===== src/hw/rtl/pica_pkg.sv =====
`timescale 1ns / 1ps
`default_nettype none
// ----------------------------------------------------------------------------
// PI controller package
// Shared constants, datapath operation codes and the control and status
// structs that pass between the controller and the datapath.
// ----------------------------------------------------------------------------
package pica_pkg;

    // Configuration port
    localparam int CFG_INDEX_W = 3;
    localparam int CFG_DATA_W  = 32;

    localparam logic [CFG_INDEX_W-1:0] CFG_KP          = 3'd0;
    localparam logic [CFG_INDEX_W-1:0] CFG_KI          = 3'd1;
    localparam logic [CFG_INDEX_W-1:0] CFG_SAMPLE_TIME = 3'd2;
    localparam logic [CFG_INDEX_W-1:0] CFG_Y_MAX       = 3'd3;
    localparam logic [CFG_INDEX_W-1:0] CFG_Y_MIN       = 3'd4;

    // Fixed field widths
    localparam int GAIN_W    = 16;  // Q8.8 gains
    localparam int GAIN_FRAC = 8;
    localparam int TIME_W    = 24;  // Q0.24 sample period
    localparam int FRAC_W    = 16;  // integrator and sum fraction bits
    localparam int LIMIT_W   = 32;
    localparam int SUM_W     = 64;
    localparam int DRIVE_W   = 32;
    localparam int OUT_DATA_W = ((DRIVE_W + 1 + 7) / 8) * 8;

    // Register reset values
    localparam logic [GAIN_W-1:0]         KP_RESET    = 16'd256;
    localparam logic [GAIN_W-1:0]         KI_RESET    = 16'd256;
    localparam logic [TIME_W-1:0]         ST_RESET    = 24'd1678;
    localparam logic signed [LIMIT_W-1:0] Y_MAX_RESET = 32'sd32767;
    localparam logic signed [LIMIT_W-1:0] Y_MIN_RESET = -32'sd32768;

    typedef enum logic [3:0] {
        OP_NONE,
        OP_MUL_PRE,
        OP_MUL_P,
        OP_MUL_LO,
        OP_MUL_HI,
        OP_INC,
        OP_INTEG,
        OP_SUM,
        OP_OUT,
        OP_CLEAR
    } dp_op_t;

    typedef struct packed {
        logic   load;
        dp_op_t op;
    } dp_cmd_t;

    typedef struct packed {
        logic clear;
    } dp_status_t;

endpackage
`default_nettype wire


===== src/hw/rtl/pica_ctrl.sv =====
`timescale 1ns / 1ps
`default_nettype none
// ----------------------------------------------------------------------------
// PI controller sequencer
// Steps the datapath through one sample: gain products, the split increment
// product, integration, sum and the output write, or a reset command's write.
// ----------------------------------------------------------------------------
module pica_ctrl
(
    input  logic                 clk,
    input  logic                 rst_n,
    input  logic                 s_tvalid,
    output logic                 s_tready,
    output logic                 m_tvalid,
    input  logic                 m_tready,
    input  pica_pkg::dp_status_t dp_status,
    output pica_pkg::dp_cmd_t    dp_cmd
);

    typedef enum logic [3:0] {
        ST_IDLE,
        ST_MUL_PRE,
        ST_MUL_P,
        ST_MUL_LO,
        ST_MUL_HI,
        ST_INC,
        ST_INTEG,
        ST_SUM,
        ST_DONE
    } state_t;

    state_t state_reg;
    logic   m_tvalid_reg;
    logic   out_free;

    assign out_free = !m_tvalid_reg || m_tready;
    assign s_tready = (state_reg == ST_IDLE);
    assign m_tvalid = m_tvalid_reg;

    always_comb
    begin
        dp_cmd.load = s_tvalid && (state_reg == ST_IDLE);
        dp_cmd.op   = pica_pkg::OP_NONE;
        case (state_reg)
            ST_MUL_PRE: dp_cmd.op = pica_pkg::OP_MUL_PRE;
            ST_MUL_P:   dp_cmd.op = pica_pkg::OP_MUL_P;
            ST_MUL_LO:  dp_cmd.op = pica_pkg::OP_MUL_LO;
            ST_MUL_HI:  dp_cmd.op = pica_pkg::OP_MUL_HI;
            ST_INC:     dp_cmd.op = pica_pkg::OP_INC;
            ST_INTEG:   dp_cmd.op = pica_pkg::OP_INTEG;
            ST_SUM:     dp_cmd.op = pica_pkg::OP_SUM;
            ST_DONE:
            begin
                if (out_free)
                begin
                    dp_cmd.op = dp_status.clear ? pica_pkg::OP_CLEAR : pica_pkg::OP_OUT;
                end
            end
            default:    dp_cmd.op = pica_pkg::OP_NONE;
        endcase
    end

    always_ff @(posedge clk or negedge rst_n)
    begin
        if (!rst_n)
        begin
            state_reg    <= ST_IDLE;
            m_tvalid_reg <= 1'b0;
        end
        else
        begin
            if (state_reg == ST_DONE && out_free)
            begin
                m_tvalid_reg <= 1'b1;
            end
            else if (m_tready)
            begin
                m_tvalid_reg <= 1'b0;
            end

            case (state_reg)
                ST_IDLE:
                begin
                    if (s_tvalid)
                    begin
                        state_reg <= ST_MUL_PRE;
                    end
                end
                // A reset command needs no arithmetic and goes straight to the write.
                ST_MUL_PRE: state_reg <= dp_status.clear ? ST_DONE : ST_MUL_P;
                ST_MUL_P:   state_reg <= ST_MUL_LO;
                ST_MUL_LO:  state_reg <= ST_MUL_HI;
                ST_MUL_HI:  state_reg <= ST_INC;
                ST_INC:     state_reg <= ST_INTEG;
                ST_INTEG:   state_reg <= ST_SUM;
                ST_SUM:     state_reg <= ST_DONE;
                ST_DONE:
                begin
                    if (out_free)
                    begin
                        state_reg <= ST_IDLE;
                    end
                end
                default:    state_reg <= ST_IDLE;
            endcase
        end
    end

endmodule
`default_nettype wire


===== src/hw/rtl/pica_datapath.sv =====
`timescale 1ns / 1ps
`default_nettype none
// ----------------------------------------------------------------------------
// PI controller datapath
// Configuration registers, controller state, one shared multiplier and the
// saturating adders and limit compares of the clamping logic.
// ----------------------------------------------------------------------------
module pica_datapath
#(
    parameter int SAMPLE_WIDTH     = 16,
    parameter int INTEGRATOR_WIDTH = 48
)
(
    input  logic                                  clk,
    input  logic                                  rst_n,
    input  pica_pkg::dp_cmd_t                     dp_cmd,
    output pica_pkg::dp_status_t                  dp_status,
    input  logic                                  cfg_we,
    input  logic [pica_pkg::CFG_INDEX_W-1:0]      cfg_index,
    input  logic [pica_pkg::CFG_DATA_W-1:0]       cfg_data,
    input  logic                                  cmd,
    input  logic signed [SAMPLE_WIDTH-1:0]        reference,
    input  logic signed [SAMPLE_WIDTH-1:0]        actual,
    input  logic                                  ext_clamp,
    output logic signed [pica_pkg::DRIVE_W-1:0]   drive,
    output logic                                  clamp_active
);

    localparam int TW    = pica_pkg::TIME_W;
    localparam int FW_Q  = pica_pkg::FRAC_W;
    localparam int SW    = pica_pkg::SUM_W;
    localparam int DW    = pica_pkg::DRIVE_W;
    localparam int EW    = SAMPLE_WIDTH + 1;                  // error
    localparam int PW    = SAMPLE_WIDTH + pica_pkg::GAIN_W + 1; // error times gain
    localparam int SPLIT = TW;                                // low part of pre
    localparam int HW    = PW - SPLIT;                        // high part of pre
    localparam int MA    = (EW > SPLIT + 1) ? EW : SPLIT + 1;
    localparam int MB    = TW + 1;
    localparam int PRW   = MA + MB;
    localparam int LOW   = SPLIT + TW;
    localparam int FW    = PW + TW;                           // full pre * sample_time
    localparam int INCW  = FW - FW_Q;
    localparam int IW    = INTEGRATOR_WIDTH;
    localparam int IAW   = ((IW > INCW) ? IW : INCW) + 1;
    localparam int PSW   = PW + pica_pkg::GAIN_FRAC;
    localparam int SSW   = ((IW > PSW) ? IW : PSW) + 1;
    localparam int WW    = (SSW > SW + 1) ? SSW : SW + 1;

    // Configuration
    logic [pica_pkg::GAIN_W-1:0]         kp_reg;
    logic [pica_pkg::GAIN_W-1:0]         ki_reg;
    logic [TW-1:0]                       st_reg;
    logic signed [pica_pkg::LIMIT_W-1:0] y_max_reg;
    logic signed [pica_pkg::LIMIT_W-1:0] y_min_reg;

    // Controller state
    logic signed [IW-1:0] integrator_reg;
    logic signed [EW-1:0] prev_error_reg;
    logic                 clamp_flag_reg;

    // Working registers
    logic signed [EW-1:0]  err_reg;
    logic                  ext_clamp_reg;
    logic                  clear_reg;
    logic signed [PRW-1:0] prod_reg;
    logic signed [PW-1:0]  pre_reg;
    logic signed [PW-1:0]  p_reg;
    logic [LOW-1:0]        lo_reg;
    logic signed [INCW-1:0] inc_reg;
    logic signed [SW-1:0]  s_reg;
    logic signed [DW-1:0]  drive_reg;
    logic                  clamp_out_reg;

    logic signed [MA-1:0]  mul_a;
    logic [TW-1:0]         mul_b;
    logic signed [PRW-1:0] mul_prod;
    logic [FW-1:0]         inc_full;
    logic signed [IAW-1:0] integ_sum;
    logic signed [IW-1:0]  integ_sat;
    logic signed [PSW-1:0] p_q16;
    logic signed [WW-1:0]  s_sum;
    logic signed [SW-1:0]  s_sat;
    logic signed [SW-1:0]  y_max_q;
    logic signed [SW-1:0]  y_min_q;
    logic                  pre_pos;
    logic                  pre_neg;
    logic                  clamp_next;
    logic signed [DW-1:0]  drive_sat;

    assign dp_status.clear = clear_reg;
    assign drive           = drive_reg;
    assign clamp_active    = clamp_out_reg;

    // Shared multiplier: signed operand times unsigned operand.
    always_comb
    begin
        mul_a = '0;
        mul_b = '0;
        case (dp_cmd.op)
            pica_pkg::OP_MUL_PRE:
            begin
                mul_a = MA'(prev_error_reg);
                mul_b = TW'(ki_reg);
            end
            pica_pkg::OP_MUL_P:
            begin
                mul_a = MA'(err_reg);
                mul_b = TW'(kp_reg);
            end
            pica_pkg::OP_MUL_LO:
            begin
                mul_a = MA'({1'b0, pre_reg[SPLIT-1:0]});
                mul_b = st_reg;
            end
            pica_pkg::OP_MUL_HI:
            begin
                mul_a = MA'($signed(pre_reg[PW-1:SPLIT]));
                mul_b = st_reg;
            end
            default:
            begin
                mul_a = '0;
                mul_b = '0;
            end
        endcase
    end

    assign mul_prod = mul_a * $signed({1'b0, mul_b});

    // Recombine the two partial products; the increment is the floor of the
    // product over 2^16, which the arithmetic shift gives for either sign.
    assign inc_full = {prod_reg[HW+TW-1:0], {SPLIT{1'b0}}} + FW'(lo_reg);

    assign integ_sum = IAW'(integrator_reg) + IAW'(inc_reg);

    always_comb
    begin
        if (&integ_sum[IAW-1:IW-1] || ~|integ_sum[IAW-1:IW-1])
        begin
            integ_sat = integ_sum[IW-1:0];
        end
        else if (integ_sum[IAW-1])
        begin
            integ_sat = {1'b1, {(IW-1){1'b0}}};
        end
        else
        begin
            integ_sat = {1'b0, {(IW-1){1'b1}}};
        end
    end

    assign p_q16 = {p_reg, {pica_pkg::GAIN_FRAC{1'b0}}};
    assign s_sum = WW'(integrator_reg) + WW'(p_q16);

    always_comb
    begin
        if (&s_sum[WW-1:SW-1] || ~|s_sum[WW-1:SW-1])
        begin
            s_sat = s_sum[SW-1:0];
        end
        else if (s_sum[WW-1])
        begin
            s_sat = {1'b1, {(SW-1){1'b0}}};
        end
        else
        begin
            s_sat = {1'b0, {(SW-1){1'b1}}};
        end
    end

    assign y_max_q = SW'($signed({y_max_reg, {FW_Q{1'b0}}}));
    assign y_min_q = SW'($signed({y_min_reg, {FW_Q{1'b0}}}));
    assign pre_pos = !pre_reg[PW-1] && (|pre_reg);
    assign pre_neg = pre_reg[PW-1];

    // The upper limit is tested first, so it wins when the limits cross.
    always_comb
    begin
        if (s_reg > y_max_q)
        begin
            clamp_next = pre_pos;
        end
        else if (s_reg < y_min_q)
        begin
            clamp_next = pre_neg;
        end
        else
        begin
            clamp_next = 1'b0;
        end
    end

    always_comb
    begin
        if (&s_reg[SW-1:FW_Q+DW-1] || ~|s_reg[SW-1:FW_Q+DW-1])
        begin
            drive_sat = s_reg[FW_Q+DW-1:FW_Q];
        end
        else if (s_reg[SW-1])
        begin
            drive_sat = {1'b1, {(DW-1){1'b0}}};
        end
        else
        begin
            drive_sat = {1'b0, {(DW-1){1'b1}}};
        end
    end

    // Configuration and controller state
    always_ff @(posedge clk or negedge rst_n)
    begin
        if (!rst_n)
        begin
            kp_reg         <= pica_pkg::KP_RESET;
            ki_reg         <= pica_pkg::KI_RESET;
            st_reg         <= pica_pkg::ST_RESET;
            y_max_reg      <= pica_pkg::Y_MAX_RESET;
            y_min_reg      <= pica_pkg::Y_MIN_RESET;
            integrator_reg <= '0;
            prev_error_reg <= '0;
            clamp_flag_reg <= 1'b0;
        end
        else
        begin
            if (cfg_we)
            begin
                case (cfg_index)
                    pica_pkg::CFG_KP:          kp_reg    <= cfg_data[pica_pkg::GAIN_W-1:0];
                    pica_pkg::CFG_KI:          ki_reg    <= cfg_data[pica_pkg::GAIN_W-1:0];
                    pica_pkg::CFG_SAMPLE_TIME: st_reg    <= cfg_data[TW-1:0];
                    pica_pkg::CFG_Y_MAX:       y_max_reg <= cfg_data[pica_pkg::LIMIT_W-1:0];
                    pica_pkg::CFG_Y_MIN:       y_min_reg <= cfg_data[pica_pkg::LIMIT_W-1:0];
                    default: ;
                endcase
            end

            case (dp_cmd.op)
                pica_pkg::OP_INTEG:
                begin
                    if (!ext_clamp_reg && !clamp_flag_reg)
                    begin
                        integrator_reg <= integ_sat;
                    end
                end
                pica_pkg::OP_OUT:
                begin
                    prev_error_reg <= err_reg;
                    clamp_flag_reg <= clamp_next;
                end
                pica_pkg::OP_CLEAR:
                begin
                    integrator_reg <= '0;
                    prev_error_reg <= '0;
                end
                default: ;
            endcase
        end
    end

    // Working registers
    always_ff @(posedge clk)
    begin
        if (dp_cmd.load)
        begin
            err_reg       <= EW'(reference) - EW'(actual);
            ext_clamp_reg <= ext_clamp;
            clear_reg     <= cmd;
        end

        case (dp_cmd.op)
            pica_pkg::OP_MUL_PRE:
            begin
                prod_reg <= mul_prod;
            end
            pica_pkg::OP_MUL_P:
            begin
                pre_reg  <= prod_reg[PW-1:0];
                prod_reg <= mul_prod;
            end
            pica_pkg::OP_MUL_LO:
            begin
                p_reg    <= prod_reg[PW-1:0];
                prod_reg <= mul_prod;
            end
            pica_pkg::OP_MUL_HI:
            begin
                lo_reg   <= prod_reg[LOW-1:0];
                prod_reg <= mul_prod;
            end
            pica_pkg::OP_INC:
            begin
                inc_reg <= inc_full[FW-1:FW_Q];
            end
            pica_pkg::OP_SUM:
            begin
                s_reg <= s_sat;
            end
            pica_pkg::OP_OUT:
            begin
                drive_reg     <= drive_sat;
                clamp_out_reg <= clamp_next;
            end
            pica_pkg::OP_CLEAR:
            begin
                drive_reg     <= '0;
                clamp_out_reg <= clamp_flag_reg;
            end
            default: ;
        endcase
    end

endmodule
`default_nettype wire


===== src/hw/rtl/pi_controller_clamping_antiwindup.sv =====
`timescale 1ns / 1ps
`default_nettype none
// ----------------------------------------------------------------------------
// PI controller with clamping anti-windup
// Fixed-point PI controller: integrates the previous error, outputs P + I
// and raises an internal clamp flag when the output leaves its limits.
// ----------------------------------------------------------------------------
//  Channel   Direction  Signals                        Contents
//  s_*       in         s_tvalid s_tready s_tdata      one sample or reset command
//                       s_tuser
//  m_*       out        m_tvalid m_tready m_tdata      drive and clamp flag
//  cfg_*     in         cfg_we cfg_index cfg_data      register writes
//
//  Between one accepted transfer and the next, the sequencer runs a sample
//  through eight steps using the single shared multiplier and the
//  saturating adders; a reset command skips from the first step to the last.
//  Reset clears the controller state and loads the register defaults.
//  The result sits in an output register; the next transfer is accepted
//  while it waits, and the sequencer holds in its last step only when a
//  new result is ready and the previous one has still not been taken.
// ----------------------------------------------------------------------------
module pi_controller_clamping_antiwindup
#(
    parameter int SAMPLE_WIDTH     = 16,
    parameter int INTEGRATOR_WIDTH = 48,
    localparam int S_TDATA_W       = ((2 * SAMPLE_WIDTH + 1 + 7) / 8) * 8
)
(
    input  logic                                clk,
    input  logic                                rst_n,
    input  logic                                s_tvalid,
    output logic                                s_tready,
    // reference, actual, ext_clamp, zero fill
    input  logic [S_TDATA_W-1:0]                s_tdata,
    // cmd
    input  logic                                s_tuser,
    output logic                                m_tvalid,
    input  logic                                m_tready,
    // drive, clamp_active, zero fill
    output logic [pica_pkg::OUT_DATA_W-1:0]     m_tdata,
    input  logic                                cfg_we,
    input  logic [pica_pkg::CFG_INDEX_W-1:0]    cfg_index,
    input  logic [pica_pkg::CFG_DATA_W-1:0]     cfg_data
);

    pica_pkg::dp_cmd_t    dp_cmd;
    pica_pkg::dp_status_t dp_status;

    logic signed [pica_pkg::DRIVE_W-1:0] drive;
    logic                                clamp_active;

    pica_ctrl u_ctrl
    (
        .clk       (clk),
        .rst_n     (rst_n),
        .s_tvalid  (s_tvalid),
        .s_tready  (s_tready),
        .m_tvalid  (m_tvalid),
        .m_tready  (m_tready),
        .dp_status (dp_status),
        .dp_cmd    (dp_cmd)
    );

    pica_datapath
    #(
        .SAMPLE_WIDTH     (SAMPLE_WIDTH),
        .INTEGRATOR_WIDTH (INTEGRATOR_WIDTH)
    )
    u_datapath
    (
        .clk          (clk),
        .rst_n        (rst_n),
        .dp_cmd       (dp_cmd),
        .dp_status    (dp_status),
        .cfg_we       (cfg_we),
        .cfg_index    (cfg_index),
        .cfg_data     (cfg_data),
        .cmd          (s_tuser),
        .reference    (s_tdata[SAMPLE_WIDTH-1:0]),
        .actual       (s_tdata[2*SAMPLE_WIDTH-1:SAMPLE_WIDTH]),
        .ext_clamp    (s_tdata[2*SAMPLE_WIDTH]),
        .drive        (drive),
        .clamp_active (clamp_active)
    );

    assign m_tdata = {{(pica_pkg::OUT_DATA_W-pica_pkg::DRIVE_W-1){1'b0}}, clamp_active, drive};

endmodule
`default_nettype wire


===== config.mk =====
export PLATFORM = sky130hd
export DESIGN_NAME = pi_controller_clamping_antiwindup
export DESIGN_NICKNAME = d
export VERILOG_FILES = /design/src/hw/rtl/pica_pkg.sv /design/src/hw/rtl/pica_ctrl.sv /design/src/hw/rtl/pica_datapath.sv /design/src/hw/rtl/pi_controller_clamping_antiwindup.sv
export SDC_FILE = /design/constraint.sdc
export NUM_CORES = 2
export LEC_CHECK = 0
export ABC_AREA = 1
export BUFFER_PORTS_ARGS = -buffer_cell sky130_fd_sc_hd__buf_2
export CORE_ASPECT_RATIO = 0.7
export CORE_MARGIN = 4
export CORE_UTILIZATION = 60
export CTS_CLUSTER_SIZE = 8
export DETAILED_ROUTE_END_ITERATION = 6
export PLACE_DENSITY = 0.77
export SETUP_SLACK_MARGIN = 0.02
export SLEW_MARGIN = 20
export SYNTH_ARGS = -nofsm -noshare
export SYNTH_HDL_FRONTEND = slang
export SYNTH_SLANG_ARGS = --single-unit

===== constraint.sdc =====
create_clock -name clk -period 8.7 [get_ports clk]
set_input_delay 1.305 -clock clk [delete_from_list [all_inputs] [get_ports clk]]
set_output_delay 1.305 -clock clk [all_outputs]
set_load 0.02 [all_outputs]

==> run summary <==
The number of instances in the synthesized netlist is 5766. The hold path startpoint is u_datapath.lo_reg[23]. The via count of the first global-routing pass is 40200. The worst setup path is of the reg -> reg kind.

Leaving out fill and tap cells, the most frequent cells in the layout are 1235 x sky130_fd_sc_hd__nand2_1, 1105 x sky130_fd_sc_hd__inv_1, 621 x sky130_fd_sc_hd__fa_1, 592 x sky130_fd_sc_hd__nor2_1, 332 x sky130_fd_sc_hd__ha_1. The library cell used most frequently in the layout, excluding fill and tap cells, is sky130_fd_sc_hd__nand2_1. The number of rows created at floorplan is 87. Of the post-synthesis cell area, the part taken by muxes is 0. The die outline height is 248 um.

The clock slew seen by the registers of the worst setup and hold paths is 0.05 ns. The number of standard cells in the final layout excluding fillers is 7050. The worst reg-to-reg path cell count is 34. The end of the worst register-to-register path is u_datapath.prod_reg[42].

The final-report hold violation count is 0. The number of nets at the end of the flow came out at 6970. The remaining routing DRC violations is 0. The data required time at the worst endpoint is 9.04 ns.

At the pin with the least slew margin, the transition time is 1.13 ns. The most used flip-flop cell after synthesis is sky130_fd_sc_hd__edfxtp_1. Setup slack closes at 0.226 ns. The area share of xor/xnor cells in the synthesized design is 0.0292. The post-synthesis share of cell area spent on full adders, half adders and majority gates is 0.335.

For hold timing, the worst endpoint is u_datapath.inc_reg[7]. The share of synthesized flip-flops with an asynchronous set or reset is 0.399. The final setup violation count came out at 0.

The total number of vias is 40800. The total count of max-transition violations in the final report came to 0. Setup slack on the worst reg-to-reg path comes out at 0.23 ns.

The number of antenna violations at the first check in global routing is 4. Ranked by total cell area, the synthesized netlist is headed by sky130_fd_sc_hd__fa_1 25%, sky130_fd_sc_hd__edfxtp_1 17%, sky130_fd_sc_hd__nand2_1 9.4%. The number of different library cells in the post-synthesis netlist came out at 53. The worst-case clock buffer depth is 3. TritonCTS built the clock tree. Counting flops and latches in the post-synthesis netlist gives 479. The total half-perimeter wirelength after legalization and detailed placement came out at 126000 um. The critical path contains buffers and inverters numbering 12 combined. The share of final-layout standard cells stronger than drive strength 1 is 0.0838.

The flow ran to the end, and the final reports show no timing, DRC or antenna violations. The maximum clock rate is 118 MHz. The worst min-delay path class is reg -> reg. The cell area after placement is 0.0518 mm^2. The die covers 0.0871 mm^2. The maximum fanout encountered on the critical timing path came out at 42. The part of the cycle the worst path needs came out at 0.974. Summed over all layers, the routed wires come to 155000 um. The number of nets still failing antenna checks after routing came out at 0.

The number of top-level design ports is 123. On the critical path, the stage with the largest delay is an instance of sky130_fd_sc_hd__fa_1. The post-route clock skew came out at 0.0333 ns.

The worst setup path is launched from a flip-flop. The number of iterations in the first detailed-routing pass is 6. The violation count after the first detailed-routing iteration is 4593. Of the total synthesized cell area, the portion taken by AND, OR, NAND and NOR gates is 0.179. Clock latency on the worst-skew pair, taken at its later pin, is 0.62 ns. The compound-cell area share of the yosys netlist came out at 0.0804. The number of enable flip-flop cells after synthesis came out at 288. Buffers inserted during clock tree synthesis total 69. The data arrival time at the worst-slack endpoint came out at 8.82 ns. The depth of the CTS H-tree came out at 3. The register with the most flip-flops in the layout has 49 of them. The worst setup path is captured at a flip-flop. After floorplanning, the core was sized to cover 0.0811 mm^2. The congestion estimate from routability-driven global placement came to 1.01. The count of input and output buffers is 108. For this run, the total global-route usage over all layers was measured as 0.365.

A synthesized cell averages 8.58 um^2. The share of the yosys chip area belonging to registers is 0.273. During synthesis, Yosys emitted a total of 0 warnings. The largest total area in the synthesized netlist belongs to sky130_fd_sc_hd__fa_1.

The number of cells traversed by the worst hold path is 0. The longest individual stage delay on the worst path came out at 0.62 ns. The area growth from synthesis to layout is 8.95%. With fillers left out, the area of the finished cells amounts to 0.0539 mm^2. Clock tree synthesis found a total of 479 sinks. After global routing the overflow that remains totals 0. The initial standard-cell utilization of the core came out at 0.610. The pin count of the biggest net entering global routing came out at 128. The first-pass GRT wire length is 239000 um.

The worst max-slew margin expressed relative to the limit came out at 0.247. The cell area that synthesis handed to floorplanning was 0.0494 mm^2. The detail-routed via count per cell came out at 5.79. Setup repair after global routing could not meet its margin everywhere. The worst setup slack before clock tree synthesis came out at -0.0881 ns. The cell family contributing the most delay on the critical path is adder cells.

The reported max-cap violation count is 0. The combinational family with the most area after synthesis is adder cells. The area fraction of the dominant cell type after synthesis is 0.251.

Counting tap cells, the placed design contains a total of 6933 instances. In this run the critical register-to-register path is launched from u_ctrl.state_reg[1]. After clock tree synthesis, the flow added hold-fix buffers numbering 0. The tree is rooted in a sky130_fd_sc_hd__clkbuf_16. Measured along the x axis, the die boundary spans 351 um. The wire length per cell after detailed routing came out at 22.0 um. The clock period minus final worst setup slack came out at 8.47 ns.
## per-stage QoR
stage	hold slack [ns]	utilization	TNS, ns
5_1_grt	0.416	0.664	-0.0527
6_report	0.401	0.664	0
3_3_place_gp	0.402	0.639	0
3_5_place_dp	0.405	0.639	-0.145
2_1_floorplan	0.400	-	0
4_1_cts	0.402	0.663	0
## repair_timing
item | in CTS | in global routing
resized for setup | 1 | 15
buffers inserted | 0 | 0
pin swaps | 0 | 1
gates cloned | 0 | 0
endpoints found under the hold margin | 0 | 0
endpoints found under the setup margin | 3 | 16
## how the worst max path moves through the flow
stage	startpoint	to	cells after the start
2_1_floorplan	u_ctrl.state_reg[3]	u_datapath.prod_reg[47]	33
3_3_place_gp	u_ctrl.state_reg[1]	u_datapath.prod_reg[44]	30
3_5_place_dp	u_ctrl.state_reg[1]	u_datapath.prod_reg[44]	30
4_1_cts	u_ctrl.state_reg[1]	u_datapath.prod_reg[44]	30
5_1_grt	u_ctrl.state_reg[1]	u_datapath.prod_reg[41]	31
6_report	u_ctrl.state_reg[1]	u_datapath.prod_reg[42]	34
## cell usage after synthesis, types with 40 or more instances
library cell,count
sky130_fd_sc_hd__clkbuf_1,57
sky130_fd_sc_hd__edfxtp_1,288
sky130_fd_sc_hd__buf_2,77
sky130_fd_sc_hd__dfrtp_1,151
sky130_fd_sc_hd__nand4_1,48
sky130_fd_sc_hd__nand3_1,135
sky130_fd_sc_hd__inv_1,1107
sky130_fd_sc_hd__nand2_1,1237
sky130_fd_sc_hd__xnor2_1,67
sky130_fd_sc_hd__a21oi_1,278
sky130_fd_sc_hd__o21ai_0,251
sky130_fd_sc_hd__ha_1,332
sky130_fd_sc_hd__nor2_1,595
sky130_fd_sc_hd__fa_1,621
sky130_fd_sc_hd__dfstp_2,40
sky130_fd_sc_hd__xor2_1,98
## final cells by class
cell class	count	area [um^2]
clock inverter	5	95.1
inverter	1147	4320
sequential	479	13500
fill	6683	27200
timing repair buffer	251	1710
multi-input combinational	3988	31000
antenna	3	7.51
clock buffer	109	1920
tap	1068	1340
## layer usage
layer | global-route usage | share of wire | vias up
li1 | - | - | 18300
met1 | 0.557 | 0.43 | 19900
met2 | 0.495 | 0.40 | 2326
met3 | 0.133 | 0.15 | 243
met4 | 0.0813 | 0.024 | 2
met5 | 0 | 0.000084 | -
## cell families (layout without fill, tap and decap cells)
logic type	after synthesis	after routing
buf+inv	1305	1512
flops	479	479
fa+ha+maj	953	953
simple gates	2155	2155
other cells	1	10
xor+xnor	165	165
compound gates	708	708
Power is left out: the tool's default activity adds up to more than one toggle a clock period on the data nets, which glitch-free logic cannot reach.
